===== src/hw/rtl/cbm_pkg.sv =====
// cbm_pkg: shared types and constants of the cartridge bank mapper
// used by cbm_core and cartridge_bank_mapper; depends on nothing
package cbm_pkg;

  typedef enum logic [2:0] {
    KIND_NONE,
    KIND_ROM,
    KIND_MBC1,
    KIND_MBC2,
    KIND_MBC3,
    KIND_MBC5
  } kind_t;

  localparam logic [1:0] ST_OK          = 2'd0;
  localparam logic [1:0] ST_UNSUPPORTED = 2'd1;
  localparam logic [1:0] ST_BAD_ADDR    = 2'd2;

  localparam logic [7:0] NO_RAM = 8'hFF;

  typedef struct packed {
    logic       ram_enabled;
    logic       advanced_mode;
    logic [7:0] rom_bank_low;
    logic [1:0] rom_bank_upper;
    logic [7:0] ram_bank_number;
  } bank_state_t;

  localparam bank_state_t BANK_CLEAR = '0;

  typedef struct packed {
    logic [8:0] rom_bank;
    logic [7:0] ram_bank;
    logic [1:0] status;
  } result_t;

endpackage


===== src/hw/rtl/cbm_core.sv =====
// cbm_core: per-word bank register update and bank lookup
// combinational; depends on cbm_pkg
module cbm_core import cbm_pkg::*; (
  input  kind_t         kind,
  input  bank_state_t   state,
  input  logic          write_access,
  input  logic [15:0]   address,
  input  logic [7:0]    data,
  output bank_state_t   state_next,
  output result_t       result
);

  logic nibble_a;
  logic low_zero;

  assign nibble_a = (data[3:0] == 4'hA);

  // register writes
  always_comb begin
    state_next = state;
    if (write_access) begin
      case (kind)
        KIND_MBC1: begin
          if (address <= 16'h1FFF) state_next.ram_enabled = nibble_a;
          else if (address <= 16'h3FFF) state_next.rom_bank_low = {3'b0, data[4:0]};
          else if (address <= 16'h5FFF) state_next.rom_bank_upper = data[1:0];
          else if (address <= 16'h7FFF) state_next.advanced_mode = data[0];
        end
        KIND_MBC2: begin
          if (address <= 16'h3FFF) begin
            if (!address[8]) state_next.ram_enabled = nibble_a;
            else state_next.rom_bank_low = {4'b0, data[3:0]};
          end
          if (address >= 16'h2100 && address <= 16'h2FFF)
            state_next.rom_bank_low = {4'b0, data[3:0]};
        end
        KIND_MBC3: begin
          if (address <= 16'h1FFF) state_next.ram_enabled = (data == 8'h0A);
          else if (address <= 16'h3FFF) state_next.rom_bank_low = {1'b0, data[6:0]};
          else if (address <= 16'h5FFF) begin
            if (data <= 8'h07) state_next.ram_bank_number = data;
            else if (data <= 8'h0C) state_next.ram_bank_number = NO_RAM;  // clock select
          end
        end
        KIND_MBC5: begin
          if (address <= 16'h1FFF) state_next.ram_enabled = nibble_a;
          else if (address <= 16'h2FFF) state_next.rom_bank_low = data;
          else if (address <= 16'h3FFF) state_next.rom_bank_upper = {1'b0, data[0]};
          else if (address <= 16'h5FFF) state_next.ram_bank_number = data;
        end
        default: begin
        end
      endcase
    end
  end

  assign low_zero = (state_next.rom_bank_low == 8'h00);

  // bank lookup on the updated registers
  always_comb begin
    result.rom_bank = 9'd0;
    result.ram_bank = NO_RAM;
    result.status   = ST_OK;
    case (kind)
      KIND_ROM: begin
        result.rom_bank = (address < 16'h4000) ? 9'd0 : 9'd1;
      end
      KIND_MBC1: begin
        if (address <= 16'h3FFF) begin
          result.rom_bank = state_next.advanced_mode ?
                            {2'b0, state_next.rom_bank_upper, 5'b0} : 9'd0;
        end else if (address <= 16'h7FFF) begin
          result.rom_bank = ({1'b0, state_next.rom_bank_low}
                             | {2'b0, state_next.rom_bank_upper, 5'b0})
                            + {8'b0, low_zero};
        end else begin
          result.status = ST_BAD_ADDR;
        end
        if (state_next.ram_enabled)
          result.ram_bank = state_next.advanced_mode ?
                            {6'b0, state_next.rom_bank_upper} : 8'h00;
      end
      KIND_MBC2: begin
        if (address >= 16'h4000)
          result.rom_bank = low_zero ? 9'd1 : {1'b0, state_next.rom_bank_low};
      end
      KIND_MBC3: begin
        if (address >= 16'h8000) result.rom_bank = 9'd1;
        else if (address >= 16'h4000)
          result.rom_bank = low_zero ? 9'd1 : {1'b0, state_next.rom_bank_low};
        result.ram_bank = state_next.ram_bank_number;
      end
      KIND_MBC5: begin
        if (address >= 16'h4000)
          result.rom_bank = {state_next.rom_bank_upper[0], state_next.rom_bank_low};
        if (state_next.ram_enabled) result.ram_bank = state_next.ram_bank_number;
      end
      default: begin
        result.status = ST_UNSUPPORTED;
      end
    endcase
  end

endmodule


===== src/hw/rtl/cartridge_bank_mapper.sv =====
// cartridge_bank_mapper: top level of the cartridge bank mapper
// input word register, bank registers and result register; uses cbm_pkg and cbm_core
//
//   channel  | handshake            | payload
//   ---------+----------------------+-----------------------------------
//   in       | in_valid / in_stall  | write_access, address, data
//   out      | out_valid / out_stall| rom_bank, ram_bank, status
//   cfg      | cfg_valid / cfg_ready| cartridge_type
//
// one word per cycle while out_stall is low: a word is held in the input register,
// then the bank update and lookup run in cbm_core and land in the result register
// where out_valid rises as it loads, so a result word follows its access word
// through the input register and then the result register
// synchronous reset clears all valid flags and bank registers, kind is set as for type code 0
// out_stall holds the result register; in_stall rises at once when the input
// register is occupied too, an empty input register first takes one more word
module cartridge_bank_mapper import cbm_pkg::*; (
  input  logic        clk,
  input  logic        rst,
  // bus access words
  input  logic        in_valid,
  output logic        in_stall,
  input  logic        write_access,
  input  logic [15:0] address,
  input  logic [7:0]  data,
  // bank results
  output logic        out_valid,
  input  logic        out_stall,
  output logic [8:0]  rom_bank,
  output logic [7:0]  ram_bank,
  output logic [1:0]  status,
  // cartridge type setup
  input  logic        cfg_valid,
  output logic        cfg_ready,
  input  logic [7:0]  cartridge_type
);

  // header code to mapper family
  function automatic kind_t decode_kind(input logic [7:0] t);
    kind_t k;
    k = KIND_NONE;
    if (t == 8'h00) k = KIND_ROM;
    else if (t >= 8'h01 && t <= 8'h03) k = KIND_MBC1;
    else if (t >= 8'h05 && t <= 8'h06) k = KIND_MBC2;
    else if (t >= 8'h0F && t <= 8'h13) k = KIND_MBC3;
    else if (t >= 8'h19 && t <= 8'h1E) k = KIND_MBC5;
    return k;
  endfunction

  kind_t       kind;
  bank_state_t banks;
  bank_state_t banks_next;
  result_t     result;

  // input register
  logic        stage_valid;
  logic        stage_write;
  logic [15:0] stage_address;
  logic [7:0]  stage_data;

  logic take;        // result register can load this cycle
  logic stage_load;  // input register can load this cycle
  logic cfg_write;

  assign take       = !out_valid || !out_stall;
  assign stage_load = !stage_valid || take;
  assign in_stall   = !stage_load;
  assign cfg_ready  = 1'b1;
  assign cfg_write  = cfg_valid && cfg_ready;

  cbm_core u_core (
    .kind         (kind),
    .state        (banks),
    .write_access (stage_write),
    .address      (stage_address),
    .data         (stage_data),
    .state_next   (banks_next),
    .result       (result)
  );

  // input word register
  always_ff @(posedge clk) begin
    if (rst) begin
      stage_valid <= 1'b0;
    end else if (stage_load) begin
      stage_valid <= in_valid;
    end
    if (stage_load && in_valid) begin
      stage_write   <= write_access;
      stage_address <= address;
      stage_data    <= data;
    end
  end

  // mapper type and bank registers; a type write starts the mapper fresh
  always_ff @(posedge clk) begin
    if (rst) begin
      kind  <= KIND_ROM;
      banks <= BANK_CLEAR;
    end else if (cfg_write) begin
      kind  <= decode_kind(cartridge_type);
      banks <= BANK_CLEAR;
    end else if (take && stage_valid) begin
      banks <= banks_next;
    end
  end

  // result register
  always_ff @(posedge clk) begin
    if (rst) begin
      out_valid <= 1'b0;
    end else if (take) begin
      out_valid <= stage_valid;
    end
    if (take && stage_valid) begin
      rom_bank <= result.rom_bank;
      ram_bank <= result.ram_bank;
      status   <= result.status;
    end
  end

  // out-of-range mbc1 access reports bank zero
  a_bad_addr_zero: assert property (@(posedge clk) disable iff (rst)
    out_valid && status == ST_BAD_ADDR |-> rom_bank == 9'd0)
    else $error("bad address result with nonzero rom bank");

  // unsupported type never shows external ram and reports rom bank zero
  a_unsup_no_ram: assert property (@(posedge clk) disable iff (rst)
    out_valid && status == ST_UNSUPPORTED |-> ram_bank == NO_RAM && rom_bank == 9'd0)
    else $error("unsupported type result not blank");

  // type write clears every bank register
  a_cfg_clears: assert property (@(posedge clk) disable iff (rst)
    cfg_write |=> banks == BANK_CLEAR)
    else $error("bank registers not cleared by type write");

  // stall only when a word is waiting in the input register
  a_stall_full: assert property (@(posedge clk) disable iff (rst)
    in_stall |-> stage_valid && out_valid && out_stall)
    else $error("input stalled with room available");

  // reset empties both registers
  a_reset_empty: assert property (@(posedge clk)
    rst |=> !stage_valid && !out_valid)
    else $error("valid flags survive reset");

endmodule

===== config.mk =====
export PLATFORM = sky130hd
export DESIGN_NAME = cartridge_bank_mapper
export DESIGN_NICKNAME = d
export VERILOG_FILES = /design/src/hw/rtl/cbm_pkg.sv /design/src/hw/rtl/cbm_core.sv /design/src/hw/rtl/cartridge_bank_mapper.sv
export SDC_FILE = /design/constraint.sdc
export NUM_CORES = 1
export LEC_CHECK = 0
export BUFFER_PORTS_ARGS = -buffer_cell sky130_fd_sc_hd__buf_2
export CORE_ASPECT_RATIO = 0.6
export CORE_UTILIZATION = 45
export DETAILED_ROUTE_END_ITERATION = 10
export PLACE_DENSITY_LB_ADDON = 0.08
export SETUP_SLACK_MARGIN = 0.15
export SYNTH_ARGS = -nofsm -noshare
export SYNTH_HDL_FRONTEND = slang
export SYNTH_SLANG_ARGS = --single-unit

===== constraint.sdc =====
create_clock -name clk -period 7.4 [get_ports clk]
set_input_delay 0 -clock clk [delete_from_list [all_inputs] [get_ports clk]]
set_output_delay 0 -clock clk [all_outputs]
set_load 0.01 [all_outputs]

# == Word-level counts from Yosys, hierarchy flattened ==
# Cells that the tools add are included.
# word_totals
reg_bits,69
in_bits,38
word_cells,114
# classes
addsub,1
magnitude_cmp,19
n_eq_ne,7
mux,54
n_bitwise,1
n_reduce_logical,18
# ops
operator,n
$mux 8,17
$mux 9,5
$pmux 9 s5,1
$le 16x14->1 const B,2
$le 16x15->1 const B,2
$pmux 8 s4,1
$pmux 8 s3,1
$mux 20,1
$mux 18,1
$ge 16x14->1 const B,1
$ge 16x15->1 const B,1
$ge 16x16->1 const B,1
$le 16x13->1 const B,1
$le 8x3->1 const B,2
$le 8x5->1 const B,2
$logic_not 8->1,2
$lt 16x15->1 const B,1
$pmux 8 s2,1
$mux 3,5
$mux 2,6
$mux 11,1
$mux 10,1
$add 9x1->9,1
$mux 1,9
other kinds (20),34

# == Logic depth before layout (Yosys ltp) ==
# depth
ltp_word,13
depth_mapped,13
ltp_nobuf,12

# == Modules after synthesis ==
# Synthesis repeated with hierarchy kept, for this count alone.
# hier_totals
hier_cells,382
area_unflattened_um2,3727.3
# modules_own_cells
module,n_inst,cells_each,area_per_inst_um2,seq_area_each_um2
cartridge_bank_mapper,1,167,2318.5,1821.7
cbm_core,1,215,1408.9,0.0

# == Least setup slack after synthesis ==
# No wires, ideal clock.
# synth_path
path_kind,register -> register
start,reg stage_address[8]
end,reg rom_bank[7] (data pin)
t_arrival_ps,3097
t_required_ps,7141
path_slack_ps,4044
path_stages_with_launch,13
synth_period_minus_slack_ps,3356
cell_sequence,edfxtp_1 -> or4_1 -> o2111ai_1 -> o21a_2 -> nand3_1 -> o41ai_1 -> and4_1 -> ha_1 -> nand4_1 -> or3_4 -> a221oi_4 -> a311oi_1 -> a211o_1
# synth_lines
element,line,text
from (decl),cartridge_bank_mapper.sv:58,logic [15:0] stage_address;
from (signal assigned),cartridge_bank_mapper.sv:90,stage_address <= address;
to (signal assigned),cartridge_bank_mapper.sv:116,rom_bank <= result.rom_bank;
to (decl),cartridge_bank_mapper.sv:29,"output logic [8:0] rom_bank,"

==> impl_metrics.env <==
export IMPL_status="complete, no violations"
export IMPL_max_slew_margin_pct=48.79
export IMPL_worstHoldStart="cartridge_type[1]"
export IMPL_leakagePower_nw=1.446
export IMPL_drcViolationCount=0
export IMPL_clkTransAtPathRegs_ps=50
export IMPL_nNetsFinal=459
export IMPL_r2r_setup_slack_ps=3260
export IMPL_tritoncts="done"
export IMPL_antenna_found_initial=0
export IMPL_netlist_area_um2=3337
export IMPL_drive_gt1_share_pct=19.34
export IMPL_critical_path_buf_inv_count=0
export IMPL_antennaDiodeCount=0
export IMPL_r2r_start="kind[0]"
export IMPL_ios=60
export IMPL_clock_latency_ps=330
export IMPL_cp_start_kind="register"
export IMPL_skew_ps=6.811
export IMPL_routedWlPerCell_um=16.14
export IMPL_cts_htree_levels=3
export IMPL_grt_use_total_pct=23.63
export IMPL_overflow=0
export IMPL_cp_arrival_ps=4220
export IMPL_start_util_pct=48.32
export IMPL_register_area_um2=1582
export IMPL_synthAdderAreaFrac_pct=0.7499
export IMPL_gp_congestion=0.8393
export IMPL_p_per_area_nw_per_um2=222.4
export IMPL_place_hpwl_mm=5.743
export IMPL_cpPeakStageDelay_ps=810
export IMPL_setup_viol=0
export IMPL_ys_flop_type="edfxtp_1"
export IMPL_crit_family="compound AO/OA/AOI/OAI gates"
export IMPL_num_vias=2974
export IMPL_ys_warn_count=0
export IMPL_avgSynthCellArea_um2=9.480
export IMPL_ff2ff_path_depth=11
export IMPL_first_pass_iters=5
export IMPL_syn_inst=352
export IMPL_period_share_pct=55.94
export IMPL_syn2layout_area_growth_pct=26.28
export IMPL_cts_resized=0
export IMPL_first_iter_violations=221
export IMPL_finalPower_mw=0.9371
export IMPL_cts_root_buf="clkbuf_16"
export IMPL_ant_nets=0
export IMPL_ir_worst_vdd_v=0.0002005
export IMPL_crit_type="reg -> reg"
export IMPL_crit_chain="and3b_1 > o2111ai_1 > o21a_2 > a21oi_1 > and4_1 > ha_1 > nand4_1 > or3_4 > a221oi_4 > a311oi_1 > a211o_1"
export IMPL_core_um2=6907
export IMPL_hold_path_endpoint="kind[2]"
export IMPL_synthesis_nets=392
export IMPL_rows=23
export IMPL_synthXorXnorAreaFrac_pct=0.2625
export IMPL_synth_seq_area_share_pct=47.39
export IMPL_fin_tns_setup_ps=0
export IMPL_synth_compound_area_share_pct=23.85
export IMPL_finalHoldViolCount=0
export IMPL_clock_sinks=61
export IMPL_cts_made_buffers=9
export IMPL_nFillCells=585
export IMPL_cp_data_required_time_ps=7480
export IMPL_rsz0062_at_grt="false"
export IMPL_dieArea_um2=7775
export IMPL_worstMarginPinSlew_ps=767.1
export IMPL_grt_pass1_vias=2722
export IMPL_multi_input_area_um2=1649
export IMPL_synth_seq_cells=61
export IMPL_critPathSlowestCell="dfxtp_1"
export IMPL_postCtsSetupRepairBufs=0
export IMPL_cts_path_max_buffers=2
export IMPL_r2r_end="rom_bank[7]"
export IMPL_synth_top_family_by_area="compound AO/OA/AOI/OAI gates"
export IMPL_worstPathMaxFanout=21
export IMPL_yosys_area_share_simple_pct=21.67
export IMPL_synth_mux_area_share_pct=2.437
export IMPL_grt_pass1_wl_mm=13.72
export IMPL_finalCriticalPeriod_ps=4140
export IMPL_die_x_um=113.2
export IMPL_vias_per_cell=5.820
export IMPL_fmax_ghz=0.2416
export IMPL_hold_path_depth=3
export IMPL_routed_wl_mm=8.245
export IMPL_drv_cap=0
export IMPL_cts_hold_buffers=22
export IMPL_synth_edf_count=36
export IMPL_hp_class="in -> reg"
export IMPL_slew_viol_final=0
export IMPL_portBuffers=50
export IMPL_ys_async_sr_fraction_pct=0
export IMPL_endpoint_kind="register"
export IMPL_die_h_um=68.71
export IMPL_grt_max_degree=54
export IMPL_synth_cell_types=70
## metrics by stage
step                cell area, um2  utilization (%)  setup WS (ps)  hold WS, ps  cells
CTS                           4214            61.01           3315        7.515    511
detailed placement            3646            52.79           3357        178.1    473
finish                        4214            61.01           3260        26.33    511
global route                  4214            61.01           2981        54.85    511
global placement              3646            52.79           3370        176.5    473
floorplan                     3337                -           4044        72.38    352
## worst max-delay path by stage
stage               cells past startpoint              from     endpoint  slack (ps)
floorplan                              12  stage_address[8]  rom_bank[7]        4040
global placement                       11           kind[0]  rom_bank[7]        3370
detailed placement                     11           kind[0]  rom_bank[7]        3360
CTS                                    11           kind[0]  rom_bank[7]        3310
global route                           11           kind[0]  rom_bank[7]        2980
finish                                 11           kind[0]  rom_bank[7]        3260
## layer usage
| layer | GRT usage (%) | vias to the layer above | part of all wire [%] |
|---|---|---|---|
| li1 | - | 1482 | - |
| met5 | 0 | - | 0 |
| met3 | 9.441 | 5 | 6.1 |
| met4 | 4.934 | 0 | 0.56 |
| met2 | 35.51 | 92 | 41 |
| met1 | 32.22 | 1395 | 53 |
## layout by cell type (no fill, tap or decap), types with 3 or more instances in the layout
master | Yosys | final
buf_2 | 3 | 50
nand2_1 | 36 | 36
edfxtp_1 | 36 | 36
nor2_1 | 35 | 35
a21oi_1 | 32 | 32
dfxtp_1 | 25 | 25
dlygate4sd3_1 | 0 | 22
o21ai_0 | 19 | 19
a211oi_1 | 15 | 15
nand3_1 | 9 | 9
inv_1 | 9 | 9
clkbuf_16 | 0 | 9
mux2i_1 | 7 | 7
nand2b_1 | 7 | 7
nor2b_1 | 5 | 5
o211ai_1 | 5 | 5
nand4_1 | 5 | 5
o21ai_1 | 5 | 5
nand4b_1 | 4 | 4
and3_1 | 3 | 3
nand3b_1 | 3 | 3
a32o_1 | 3 | 3
and2_1 | 3 | 3
a211o_1 | 3 | 3
nor3_1 | 3 | 3
a21boi_0 | 3 | 3
bufinv_16 | 0 | 3
buf_4 | 2 | 3
## area by class of cell
| class | instances | area share, % |
|---|---|---|
| timing repair buffer | 75 | 11.70 |
| multi-input combinational | 263 | 39.13 |
| tap | 87 | 2.583 |
| clock buffer | 9 | 5.344 |
| clock inverter | 7 | 2.910 |
| sequential | 61 | 37.53 |
| inverter | 9 | 0.8017 |
## flip-flops by register name (all words and copies together), names as in the netlist, 2 cells and up
register	cells
banks	20
kind	3
ram_bank	8
rom_bank	9
stage_address	8
stage_data	8
status	2
## worst register-to-register path, stage by stage (launching register included)
cell and delay, ps:
dfxtp_1 810, and3b_1 330, o2111ai_1 280, o21a_2 280
a21oi_1 350, and4_1 250, ha_1 240, nand4_1 230
or3_4 410, a221oi_4 300, a311oi_1 140, a211o_1 260
## power breakdown
| group | total, mW | internal (mW) | leakage [nW] | switching [mW] |
|---|---|---|---|---|
| registers | 0.387 | 0.372 | 0.532 | 0.0150 |
| clock network | 0.486 | 0.330 | 0.162 | 0.155 |
| logic | 0.0646 | 0.0305 | 0.752 | 0.0341 |
| total | 0.937 | 0.733 | 1.45 | 0.204 |
## synth_stat cells (3+ instances only)
master / count / area share, %
dfxtp_1: 25 / 15
a21boi_0: 3 / 0.67
nor3_1: 3 / 0.45
o211ai_1: 5 / 1.1
nand3_1: 9 / 1.3
clkbuf_1: 13 / 1.5
and2_1: 3 / 0.56
mux2i_1: 7 / 2.1
buf_2: 3 / 0.45
a211o_1: 3 / 0.79
a21oi_1: 32 / 4.8
and3_1: 3 / 0.56
edfxtp_1: 36 / 32
nand4_1: 5 / 0.94
nand2_1: 36 / 4.0
nand3b_1: 3 / 0.67
o21ai_0: 19 / 2.8
nor2b_1: 5 / 0.94
o21ai_1: 5 / 0.75
nor2_1: 35 / 3.9
inv_1: 9 / 1.0
nand4b_1: 4 / 1.0
a32o_1: 3 / 0.90
nand2b_1: 7 / 1.3
a211oi_1: 15 / 3.4
## logic make-up (layout without fill, tap and decap cells)
logic type | count (synthesis) | after routing
compound gates | 116 | 116
fa+ha+maj | 2 | 2
buf+inv | 28 | 100
other cells | 1 | 1
mux | 8 | 8
simple gates | 135 | 135
flops | 61 | 61
xor+xnor | 1 | 1
No activity file was read; power rests on OpenSTA's default activity.
